**src/lpht_pkg.sv**
```systemverilog
`default_nettype none

package lpht_pkg;

  // Default sizes
  localparam int unsigned TABLE_SIZE_DEF = 16;
  localparam int unsigned KEY_BITS_DEF   = 16;

  // Fixed field widths on the ports
  localparam int unsigned ACTION_W   = 2;
  localparam int unsigned KEY_PORT_W = 16;
  localparam int unsigned NAME_W     = 64;
  localparam int unsigned MARKS_W    = 10;
  localparam int unsigned STATUS_W   = 2;
  localparam int unsigned SLOT_W     = 4;

  // Request opcodes
  typedef enum logic [ACTION_W-1:0] {
    ACT_INSERT = 2'd0,
    ACT_SEARCH = 2'd1,
    ACT_MODIFY = 2'd2
  } action_e;

  // Response codes
  typedef enum logic [STATUS_W-1:0] {
    ST_OK      = 2'd0,
    ST_FOUND   = 2'd1,
    ST_MISSING = 2'd2,
    ST_FULL    = 2'd3
  } status_e;

endpackage

`default_nettype wire

```
**src/lpht_in_if.sv**
```systemverilog
`default_nettype none

interface lpht_in_if;
  import lpht_pkg::*;

  logic                  valid;
  logic                  ready;
  logic [ACTION_W-1:0]   action;
  logic [KEY_PORT_W-1:0] key;
  logic [NAME_W-1:0]     name_tag;
  logic [MARKS_W-1:0]    marks;

  modport source (output valid, output action, output key, output name_tag,
                  output marks, input ready);
  modport sink   (input valid, input action, input key, input name_tag,
                  input marks, output ready);
endinterface

`default_nettype wire

```
**src/lpht_out_if.sv**
```systemverilog
`default_nettype none

interface lpht_out_if;
  import lpht_pkg::*;

  logic                valid;
  logic                ready;
  logic [STATUS_W-1:0] status;
  logic [SLOT_W-1:0]   slot_index;

  modport source (output valid, output status, output slot_index, input ready);
  modport sink   (input valid, input status, input slot_index, output ready);
endinterface

`default_nettype wire

```
**src/lpht_mod.sv**
```systemverilog
`default_nettype none

// Remainder of a key by TABLE_SIZE through a reciprocal multiply and one corrective subtract.
// Pipelined through the stage valids s1_q, s2_q and done_q: done_o goes high with rem_o valid.
module lpht_mod #(
  parameter int unsigned TABLE_SIZE = lpht_pkg::TABLE_SIZE_DEF,
  parameter int unsigned KEY_W      = lpht_pkg::KEY_BITS_DEF
) (
  input  logic                          clk_i,
  input  logic                          rst_ni,
  input  logic                          start_i,
  input  logic [KEY_W-1:0]              val_i,
  output logic                          done_o,
  output logic [$clog2(TABLE_SIZE)-1:0] rem_o
);

  localparam int unsigned IDX_W = $clog2(TABLE_SIZE);
  localparam int unsigned RW    = KEY_W + IDX_W + 1;
  // floor(2^KEY_W / TABLE_SIZE): the quotient estimate is exact or one low
  localparam logic [KEY_W-1:0] RECIP = KEY_W'((64'd1 << KEY_W) / 64'(TABLE_SIZE));
  localparam logic [RW-1:0]    TS    = RW'(TABLE_SIZE);

  logic               s1_q;
  logic               s2_q;
  logic               done_q;
  logic [KEY_W-1:0]   val_q;
  logic [KEY_W-1:0]   key2_q;
  logic [KEY_W-1:0]   quo_q;
  logic [IDX_W-1:0]   rem_q;
  logic [2*KEY_W-1:0] prod;
  logic [RW-1:0]      part_rem;
  logic [RW-1:0]      rem_fix;

  // Quotient estimate, then key minus quotient times size, then one correction
  assign prod     = (2*KEY_W)'(val_q) * (2*KEY_W)'(RECIP);
  assign part_rem = RW'(key2_q) - RW'(quo_q) * TS;
  assign rem_fix  = (part_rem >= TS) ? part_rem - TS : part_rem;

  // Stage valids
  always_ff @(posedge clk_i or negedge rst_ni) begin
    if (!rst_ni) begin
      s1_q   <= 1'b0;
      s2_q   <= 1'b0;
      done_q <= 1'b0;
    end else begin
      s1_q   <= start_i;
      s2_q   <= s1_q;
      done_q <= s2_q;
    end
  end

  // Stage data
  always_ff @(posedge clk_i) begin
    if (start_i) begin
      val_q <= val_i;
    end
    if (s1_q) begin
      quo_q  <= prod[2*KEY_W-1:KEY_W];
      key2_q <= val_q;
    end
    if (s2_q) begin
      rem_q <= rem_fix[IDX_W-1:0];
    end
  end

  assign done_o = done_q;
  assign rem_o  = rem_q;

endmodule

`default_nettype wire

```
**src/linear_probe_hash_table.sv**
```systemverilog
// Flow: the home slot comes from the reciprocal-multiply remainder, then the probe streams one
//   slot read per cycle over up to TABLE_SIZE slots, and the output register takes the result.
//   A replace-mode takeover adds a home read and an occupant hash; one slot fewer is probed.
// Throughput: one transaction at a time; the next is accepted as the result goes valid.
// Reset: slot memory swept empty with ready low; replace_mode resets to 0.
`default_nettype none

module linear_probe_hash_table #(
  parameter int unsigned TABLE_SIZE = lpht_pkg::TABLE_SIZE_DEF,
  parameter int unsigned KEY_BITS   = lpht_pkg::KEY_BITS_DEF
) (
  input  logic        clk_i,
  input  logic        rst_ni,
  lpht_in_if.sink     in_i,
  lpht_out_if.source  out_o,
  input  logic        cfg_we_i,
  input  logic        cfg_data_i
);
  import lpht_pkg::*;

  localparam int unsigned IDX_W = $clog2(TABLE_SIZE);
  localparam int unsigned KW    = (KEY_BITS < KEY_PORT_W) ? KEY_BITS : KEY_PORT_W;
  localparam int unsigned CNT_W = $clog2(TABLE_SIZE + 1);
  localparam int unsigned EXT_W = IDX_W + SLOT_W;
  localparam int unsigned REC_W = 1 + KW + NAME_W + MARKS_W;
  // Record layout: {valid, key, name, marks}
  localparam int unsigned VLD_B = REC_W - 1;
  localparam int unsigned KEY_L = NAME_W + MARKS_W;
  localparam int unsigned NAM_L = MARKS_W;

  localparam logic [IDX_W-1:0] LAST_IDX = IDX_W'(TABLE_SIZE - 1);
  localparam logic [CNT_W-1:0] CNT_ALL  = CNT_W'(TABLE_SIZE);
  localparam logic [CNT_W-1:0] CNT_REST = CNT_W'(TABLE_SIZE - 1);

  typedef enum logic [7:0] {
    S_CLEAR  = 8'b00000001,
    S_IDLE   = 8'b00000010,
    S_HASH   = 8'b00000100,
    S_HCHECK = 8'b00001000,
    S_OHASH  = 8'b00010000,
    S_SCAN   = 8'b00100000,
    S_DONE   = 8'b01000000
  } state_e;

  // What a probe hit does
  typedef enum logic [1:0] {
    P_SEARCH  = 2'd0,
    P_MODIFY  = 2'd1,
    P_PUT_NEW = 2'd2,
    P_PUT_OLD = 2'd3
  } purpose_e;

  function automatic logic [IDX_W-1:0] nxt(input logic [IDX_W-1:0] p);
    return (p == LAST_IDX) ? '0 : p + 1'b1;
  endfunction

  state_e   state_q, state_d;
  purpose_e purpose_q, purpose_d;

  logic                 mode_q;
  logic [IDX_W-1:0]     clr_q, clr_d;
  logic [ACTION_W-1:0]  act_q, act_d;
  logic [KW-1:0]        key_q, key_d;
  logic [NAME_W-1:0]    name_q, name_d;
  logic [MARKS_W-1:0]   marks_q, marks_d;
  logic [REC_W-1:0]     occ_q, occ_d;
  logic [IDX_W-1:0]     h_q, h_d;
  logic [IDX_W-1:0]     iss_ptr_q, iss_ptr_d;
  logic [CNT_W-1:0]     iss_left_q, iss_left_d;
  logic                 chk_vld_q, chk_vld_d;
  logic [IDX_W-1:0]     chk_ptr_q, chk_ptr_d;
  logic [STATUS_W-1:0]  res_status_q, res_status_d;
  logic [SLOT_W-1:0]    res_slot_q, res_slot_d;
  logic                 out_valid_q, out_valid_d;
  logic [STATUS_W-1:0]  out_status_q, out_status_d;
  logic [SLOT_W-1:0]    out_slot_q, out_slot_d;

  // Slot memory
  logic [REC_W-1:0]     mem_q [TABLE_SIZE];
  logic [REC_W-1:0]     rd_q;
  logic                 mem_we, mem_re;
  logic [IDX_W-1:0]     mem_waddr, mem_raddr;
  logic [REC_W-1:0]     mem_wdata;

  logic                 mod_start;
  logic [KW-1:0]        mod_val;
  logic                 mod_done;
  logic [IDX_W-1:0]     mod_rem;

  logic [REC_W-1:0]     new_rec;
  logic                 rd_vld;
  logic                 hit;
  logic [EXT_W-1:0]     chk_ext, h_ext;

  lpht_mod #(
    .TABLE_SIZE (TABLE_SIZE),
    .KEY_W      (KW)
  ) u_mod (
    .clk_i   (clk_i),
    .rst_ni  (rst_ni),
    .start_i (mod_start),
    .val_i   (mod_val),
    .done_o  (mod_done),
    .rem_o   (mod_rem)
  );

  assign new_rec = {1'b1, key_q, name_q, marks_q};
  assign rd_vld  = rd_q[VLD_B];
  assign hit     = chk_vld_q &&
                   ((purpose_q == P_PUT_NEW || purpose_q == P_PUT_OLD) ? !rd_vld :
                    (rd_vld && (rd_q[KEY_L +: KW] == key_q)));
  assign chk_ext = EXT_W'(chk_ptr_q);
  assign h_ext   = EXT_W'(h_q);

  // Sequencer
  always_comb begin
    state_d      = state_q;
    purpose_d    = purpose_q;
    clr_d        = clr_q;
    act_d        = act_q;
    key_d        = key_q;
    name_d       = name_q;
    marks_d      = marks_q;
    occ_d        = occ_q;
    h_d          = h_q;
    iss_ptr_d    = iss_ptr_q;
    iss_left_d   = iss_left_q;
    chk_vld_d    = 1'b0;
    chk_ptr_d    = chk_ptr_q;
    res_status_d = res_status_q;
    res_slot_d   = res_slot_q;
    out_valid_d  = out_valid_q && !out_o.ready;
    out_status_d = out_status_q;
    out_slot_d   = out_slot_q;
    mem_we       = 1'b0;
    mem_waddr    = '0;
    mem_wdata    = '0;
    mem_re       = 1'b0;
    mem_raddr    = '0;
    mod_start    = 1'b0;
    mod_val      = '0;

    case (state_q)
      S_CLEAR: begin
        mem_we    = 1'b1;
        mem_waddr = clr_q;
        if (clr_q == LAST_IDX) begin
          state_d = S_IDLE;
        end else begin
          clr_d = clr_q + 1'b1;
        end
      end

      S_IDLE: begin
        if (in_i.valid) begin
          act_d   = in_i.action;
          key_d   = in_i.key[KW-1:0];
          name_d  = in_i.name_tag;
          marks_d = in_i.marks;
          case (in_i.action)
            ACT_INSERT, ACT_SEARCH, ACT_MODIFY: begin
              mod_start = 1'b1;
              mod_val   = in_i.key[KW-1:0];
              state_d   = S_HASH;
            end
            default: begin
              res_status_d = ST_MISSING;
              res_slot_d   = '0;
              state_d      = S_DONE;
            end
          endcase
        end
      end

      // Home slot known: pick the probe
      S_HASH: begin
        if (mod_done) begin
          h_d        = mod_rem;
          iss_ptr_d  = mod_rem;
          iss_left_d = CNT_ALL;
          state_d    = S_SCAN;
          case (act_q)
            ACT_INSERT: begin
              if (mode_q) begin
                mem_re    = 1'b1;
                mem_raddr = mod_rem;
                state_d   = S_HCHECK;
              end else begin
                purpose_d = P_PUT_NEW;
              end
            end
            ACT_SEARCH: purpose_d = P_SEARCH;
            default:    purpose_d = P_MODIFY;
          endcase
        end
      end

      // Replace mode: look at the home occupant
      S_HCHECK: begin
        if (!rd_vld) begin
          mem_we       = 1'b1;
          mem_waddr    = h_q;
          mem_wdata    = new_rec;
          res_status_d = ST_OK;
          res_slot_d   = h_ext[SLOT_W-1:0];
          state_d      = S_DONE;
        end else begin
          occ_d     = rd_q;
          mod_start = 1'b1;
          mod_val   = rd_q[KEY_L +: KW];
          state_d   = S_OHASH;
        end
      end

      // Occupant's own home decides takeover
      S_OHASH: begin
        if (mod_done) begin
          iss_ptr_d  = nxt(h_q);
          iss_left_d = CNT_REST;
          state_d    = S_SCAN;
          if (mod_rem != h_q) begin
            mem_we    = 1'b1;
            mem_waddr = h_q;
            mem_wdata = new_rec;
            purpose_d = P_PUT_OLD;
          end else begin
            purpose_d = P_PUT_NEW;
          end
        end
      end

      // Streamed probe: issue one read per cycle, check the previous one
      S_SCAN: begin
        if (hit) begin
          res_status_d = ST_OK;
          res_slot_d   = chk_ext[SLOT_W-1:0];
          state_d      = S_DONE;
          case (purpose_q)
            P_SEARCH: res_status_d = ST_FOUND;
            P_PUT_OLD: begin
              mem_we     = 1'b1;
              mem_waddr  = chk_ptr_q;
              mem_wdata  = occ_q;
              res_slot_d = h_ext[SLOT_W-1:0];
            end
            default: begin
              mem_we    = 1'b1;
              mem_waddr = chk_ptr_q;
              mem_wdata = new_rec;
            end
          endcase
        end else if (iss_left_q == '0 && !chk_vld_q) begin
          res_slot_d   = '0;
          res_status_d = (purpose_q == P_SEARCH || purpose_q == P_MODIFY) ?
                         ST_MISSING : ST_FULL;
          state_d      = S_DONE;
        end else if (iss_left_q != '0) begin
          mem_re     = 1'b1;
          mem_raddr  = iss_ptr_q;
          chk_vld_d  = 1'b1;
          chk_ptr_d  = iss_ptr_q;
          iss_ptr_d  = nxt(iss_ptr_q);
          iss_left_d = iss_left_q - 1'b1;
        end
      end

      // Hand the result to the output register
      S_DONE: begin
        if (!out_valid_q || out_o.ready) begin
          out_valid_d  = 1'b1;
          out_status_d = res_status_q;
          out_slot_d   = res_slot_q;
          state_d      = S_IDLE;
        end
      end

      default: state_d = S_IDLE;
    endcase
  end

  // Control state
  always_ff @(posedge clk_i or negedge rst_ni) begin
    if (!rst_ni) begin
      state_q     <= S_CLEAR;
      clr_q       <= '0;
      iss_left_q  <= '0;
      chk_vld_q   <= 1'b0;
      out_valid_q <= 1'b0;
      mode_q      <= 1'b0;
    end else begin
      state_q     <= state_d;
      clr_q       <= clr_d;
      iss_left_q  <= iss_left_d;
      chk_vld_q   <= chk_vld_d;
      out_valid_q <= out_valid_d;
      if (cfg_we_i) begin
        mode_q <= cfg_data_i;
      end
    end
  end

  // Payload
  always_ff @(posedge clk_i) begin
    purpose_q    <= purpose_d;
    act_q        <= act_d;
    key_q        <= key_d;
    name_q       <= name_d;
    marks_q      <= marks_d;
    occ_q        <= occ_d;
    h_q          <= h_d;
    iss_ptr_q    <= iss_ptr_d;
    chk_ptr_q    <= chk_ptr_d;
    res_status_q <= res_status_d;
    res_slot_q   <= res_slot_d;
    out_status_q <= out_status_d;
    out_slot_q   <= out_slot_d;
  end

  // Slot memory, registered read
  always_ff @(posedge clk_i) begin
    if (mem_we) begin
      mem_q[mem_waddr] <= mem_wdata;
    end
    if (mem_re) begin
      rd_q <= mem_q[mem_raddr];
    end
  end

  assign in_i.ready       = (state_q == S_IDLE);
  assign out_o.valid      = out_valid_q;
  assign out_o.status     = out_status_q;
  assign out_o.slot_index = out_slot_q;

`ifndef NO_ASSERTIONS
  // The hash unit only finishes while the sequencer waits for it
  a_mod_done_waited: assert property (@(posedge clk_i) disable iff (!rst_ni)
    mod_done |-> (state_q == S_HASH || state_q == S_OHASH))
    else $error("hash remainder arrived outside a wait state");

  // A held result blocks the next one from leaving DONE
  a_done_holds: assert property (@(posedge clk_i) disable iff (!rst_ni)
    (state_q == S_DONE && out_valid_q && !out_o.ready) |=> (state_q == S_DONE))
    else $error("result overwrote a pending transaction");

  // No probe read is outstanding when a new probe begins
  a_scan_clean_start: assert property (@(posedge clk_i) disable iff (!rst_ni)
    (state_q == S_SCAN && $past(state_q) != S_SCAN) |-> !chk_vld_q)
    else $error("stale probe data at start of scan");
`endif

endmodule

`default_nettype wire
```
**src/flat_wrapper.sv**
```systemverilog
// flat-port wrapper written by rule: the top's interface ports become plain ports
module linear_probe_hash_table_flat import lpht_pkg::*;
#(
  parameter int unsigned TABLE_SIZE = lpht_pkg::TABLE_SIZE_DEF,
  parameter int unsigned KEY_BITS   = lpht_pkg::KEY_BITS_DEF
)
  (clk_i, rst_ni, cfg_we_i, cfg_data_i, in_i_valid, in_i_action, in_i_key, in_i_name_tag, in_i_marks, in_i_ready, out_o_valid, out_o_status, out_o_slot_index, out_o_ready);
  lpht_in_if in_i_i ();
  lpht_out_if out_o_i ();
  input  logic clk_i;
  input  logic rst_ni;
  input  logic cfg_we_i;
  input  logic cfg_data_i;
  input wire logic [$bits(in_i_i.valid)-1:0] in_i_valid;
  input wire logic [$bits(in_i_i.action)-1:0] in_i_action;
  input wire logic [$bits(in_i_i.key)-1:0] in_i_key;
  input wire logic [$bits(in_i_i.name_tag)-1:0] in_i_name_tag;
  input wire logic [$bits(in_i_i.marks)-1:0] in_i_marks;
  output wire logic [$bits(in_i_i.ready)-1:0] in_i_ready;
  output wire logic [$bits(out_o_i.valid)-1:0] out_o_valid;
  output wire logic [$bits(out_o_i.status)-1:0] out_o_status;
  output wire logic [$bits(out_o_i.slot_index)-1:0] out_o_slot_index;
  input wire logic [$bits(out_o_i.ready)-1:0] out_o_ready;
  assign in_i_i.valid = in_i_valid;
  assign in_i_i.action = in_i_action;
  assign in_i_i.key = in_i_key;
  assign in_i_i.name_tag = in_i_name_tag;
  assign in_i_i.marks = in_i_marks;
  assign in_i_ready = in_i_i.ready;
  assign out_o_valid = out_o_i.valid;
  assign out_o_status = out_o_i.status;
  assign out_o_slot_index = out_o_i.slot_index;
  assign out_o_i.ready = out_o_ready;
  linear_probe_hash_table #(.TABLE_SIZE(TABLE_SIZE), .KEY_BITS(KEY_BITS)) u_core (.clk_i(clk_i), .rst_ni(rst_ni), .in_i(in_i_i), .out_o(out_o_i), .cfg_we_i(cfg_we_i), .cfg_data_i(cfg_data_i));
endmodule
```
**config.mk**
```make
export PLATFORM = sky130hd
export DESIGN_NAME = linear_probe_hash_table_flat
export DESIGN_NICKNAME = d
export VERILOG_FILES = /design/src/lpht_pkg.sv /design/src/lpht_in_if.sv /design/src/lpht_out_if.sv /design/src/lpht_mod.sv /design/src/linear_probe_hash_table.sv /design/src/flat_wrapper.sv
export SDC_FILE = /design/constraint.sdc
export NUM_CORES = 1
export LEC_CHECK = 0
export ABC_AREA = 1
export CAP_MARGIN = 20
export CORE_MARGIN = 2
export CORE_UTILIZATION = 65
export DETAILED_ROUTE_END_ITERATION = 7
export DONT_BUFFER_PORTS = 1
export PLACE_DENSITY = 0.81
export SLEW_MARGIN = 20
export SYNTH_ARGS = -nofsm -noshare
export SYNTH_HDL_FRONTEND = slang
export SYNTH_SLANG_ARGS = --single-unit
export TNS_END_PERCENT = 10
```
**constraint.sdc**
```tcl
create_clock -name clk_i -period 6.65 [get_ports clk_i]
set_clock_uncertainty 0.2 [all_clocks]
set_input_delay 0.665 -clock clk_i [delete_from_list [all_inputs] [get_ports clk_i]]
set_output_delay 0.665 -clock clk_i [all_outputs]
set_load 0.02 [all_outputs]
```
==> metrics.md <==
| Metric | Value |
|---|---|
| Async set or reset register ratio after synthesis | `5.74%` |
| DRC marker count from the first detailed-route iteration | `roughly 1800` |
| Filler cells | `approximately 1600` |
| Crit. End Element | `flop` |
| Biggest area consumer among synthesized cells | `edfxtp_1` |
| CTS HTree Levels | `2` |
| Sequential fraction of the synthesis area | `66.1%` |
| Finished Core Util | `72.2%` |
| Rows | `59` |
| Buffers inserted during post-CTS setup optimization | `0` |
| VDD IR max | `around 0.00028 V` |
| Top-Level Pins | `between 100 and 150` |
| Max Root-Sink Buffers | `3` |
| Number of global-route vias before repair | `11560` |
| Pleak | `roughly 7.7 nW` |
| Worst endpoint required time | `6.70 ns` |
| CTS Hold Buffers Added | `1` |
| Distinct cells, synth | `between 40 and 50` |
| GRT overflow | `0` |
| PD cells | `between 200 and 300 nW/um^2` |
| Ys Warns | `0` |
| Root Driver | `clkbuf_16` |
| Most common cell in the synthesized netlist | `edfxtp_1` |
| Reg2reg setup slack | `roughly 1.6 ns` |
| Setup TNS | `0 ns` |
| CTS Buf Count | `38` |
| Die H | `around 170 um` |
| Syn-to-layout area delta | `9.20%` |
| Largest net degree at the start of global routing | `84` |
| Avg WL per Cell | `21.0 um` |
| Max Fclk | `about 200 MHz` |
| Average size of a mapped cell | `about 11 sq um` |
| Netlist Area Pre-Place | `~17000 sq um` |
| Detail Placement HPWL | `23700 um` |
| Final routed DRC violation total | `0` |
| CP Launch Type | `flop` |
| Layout cells sized above 1 | `approximately 8.4%` |
| Arr. time, crit path | `5.12 ns` |
| Period Utilization, post-route | `between 70% and 80%` |
| Slew HR | `approximately a third` |
| Die width | `approximately 170 um` |
| Port Buffers | `0` |
| Die footprint | `about 28000 sq um` |
| Routed Antenna Nets | `0` |
| Clock transition at the registers of the reported paths | `roughly 0.060 ns` |
| CTS tree | `yes` |
| Post-CTS Resized | `0` |
| Post-Route WL | `roughly 41000 um` |
| Placed cell count | `approximately 1900` |
| Final Critical Period | `between 5 and 6 ns` |
| Most frequent cells after synthesis | `361 x edfxtp_1, 323 x nand3_1, 283 x inv_1` |
| Vias | `11806` |
| Post-synth top area share | `62.9%` |
| Clk_lat worst skew | `between 0.5 and 0.6 ns` |
| Max cap viols | `0` |
| Final Setup Violations | `0` |
| Hold Path Class | `input pin to flop` |
| First-pass GRT wire length | `62600 um` |
| Pins Over Slew Limit | `0` |
| GRT Overall Usage | `29.4%` |
| Kind of critical path | `flop to flop` |
| Initial antenna violation count | `1` |
| Top FF cell, synth | `edfxtp_1` |
| Via/cell ratio | `about 6.1` |
| Maximum fanout along the worst path | `55` |
| Clock sinks | `approximately 380` |
| Synth Instances | `~1600` |
| DRT Pass-1 Iters | `8` |
| Worst Tran Pin Value | `between 0.9 and 1 ns` |
| Layout Cells excl Fill | `about 1900` |
| Yosys reg bits | `between 300 and 400` |
| Syn_nets | `about 1700` |
| Core box area | `about 26000 sq um` |
| Unrepaired setup endpoints after global routing | `false` |
| Gpl congestion | `between 0.8 and 0.9` |
| Starting Density | `about two thirds` |
| Layout Nets | `1688` |
| N_diodes | `0` |
| Top post-synthesis cells by area | `edfxtp_1 63%, nand3_1 9.4%, inv_1 6.2%, nand2_1 5.2%, dfrtp_1 3.1%` |
| Final hold violation count | `0` |
| Number of synthesized flops with an enable pin | `approximately 360` |
| Status | `finished clean` |
## state kept, by name, summed over array words and instances, names as in the netlist, 2 cells and up
signal,count
u_core.rd_q,17
u_core.chk_ptr_q,4
u_core.u_mod.val_q,4
u_core.state_q,7
u_core.purpose_q,2
u_core.key_q,16
u_core.mem_q,272
u_core.act_q,2
u_core.iss_left_q,5
u_core.h_q,4
u_core.out_o.status,2
u_core.out_o.slot_index,4
u_core.u_mod.key2_q,4
u_core.iss_ptr_q,4
u_core.occ_q,16
u_core.res_slot_q,4
u_core.res_status_q,2
u_core.clr_q,4
u_core.u_mod.rem_o,4
## layout by cell type, fill, tap and decap left out, drive strengths merged
cell type,instances
nand2,246
o22ai,9
o32ai,13
o211ai,1
xnor2,9
dfrtp,21
bufinv,2
o221ai,2
nand4,7
o31ai,5
nor3,1
o2111ai,1
nor4,3
o21ai,29
xor2,4
dfstp,1
nor2,63
a21oi,22
a32oi,1
dlygate4sd3,1
clkinv,14
ha,9
nand3b,69
a31oi,2
edfxtp,361
buf,38
a211oi,1
clkinvlp,1
mux2,2
clkbuf,50
a22oi,3
inv,292
nand3,325
## worst paths after layout
kind,from,end,depth (start not counted)
setup / recovery,u_core.purpose_q[0]$_DFFE_PP_,u_core.rd_q[76]$_DFFE_PP_,17
hold / removal,in_i_key[6],u_core.key_q[6]$_DFFE_PP_,0
setup reg to reg,u_core.purpose_q[0]$_DFFE_PP_,u_core.rd_q[76]$_DFFE_PP_,17
hold reg to reg,u_core.res_slot_q[3]$_DFFE_PP_,u_core.out_o.slot_index[3]$_DFFE_PP_,0
max in group asynchronous,rst_ni,u_core.state_q[0]$_DFFE_PN1P_,2
min in group asynchronous,rst_ni,u_core.state_q[3]$_DFFE_PN0P_,2
## stage by stage
step | hold slack (ns) | setup WS, ns | total power [mW] | cell area (sq um)
finish | 0.0213 | 1.58 | 5.16 | 18800
global route | 0.0139 | 1.24 | 5.29 | 18800
CTS | 0.0139 | 1.69 | 5.15 | 18800
detailed placement | 0.170 | 1.79 | 3.11 | 17600
global placement | 0.170 | 1.89 | 3.09 | 17600
floorplan | 0.169 | 3.32 | 3.02 | 17200
## area by class of cell
class                      count  area [sq um]  area share, %
clock buffer                  50          1060           5.63
sequential                   383         11400           60.6
multi-input combinational    827          4410           23.5
tap                          335           419           2.23
inverter                     292          1100           5.83
timing repair buffer          39           293           1.56
clock inverter                17           134          0.712
## logic make-up after synthesis
kind of cell	Yosys count	synth area share, %
mux	2	0.131
simple gates	714	20.1
fa+ha+maj	9	0.654
buf+inv	367	8.93
compound gates	89	3.37
flops	383	66.1
xor+xnor	13	0.661
## where the power goes
part	switching (mW)	leakage (nW)	internal (mW)
Clock	0.883	0.582	1.20
Sequential	0.0664	2.98	2.70
Combinational	0.221	4.15	0.0910
Total	1.17	7.71	3.99
## per-layer routing
metal | GRT usage (%) | vias to the layer above | wire (um)
li1 | - | 5344 | -
met1 | 39.2 | 5574 | 15000
met2 | 48.9 | 772 | 19800
met3 | 4.92 | 116 | 4500
met4 | 12.0 | 0 | 1490
met5 | 0 | - | 0
## worst max-delay path: stages, from the launching register on
cell and delay, ns:
edfxtp_1 0.40, ha_1 0.82, nor2_1 0.15, nand2_1 0.12
nor2_1 0.05, nand2_1 0.06, nor2_1 0.05, nand3_1 0.12
nand2_1 0.12, nand2_2 0.16, nand3_4 0.52, nand2_4 0.74
buf_4 0.54, nand2_1 0.14, nand3_1 0.11, nand3_1 0.10
nand3_1 0.14, nand2_1 0.15
No activity file was read; power rests on OpenSTA's default activity.
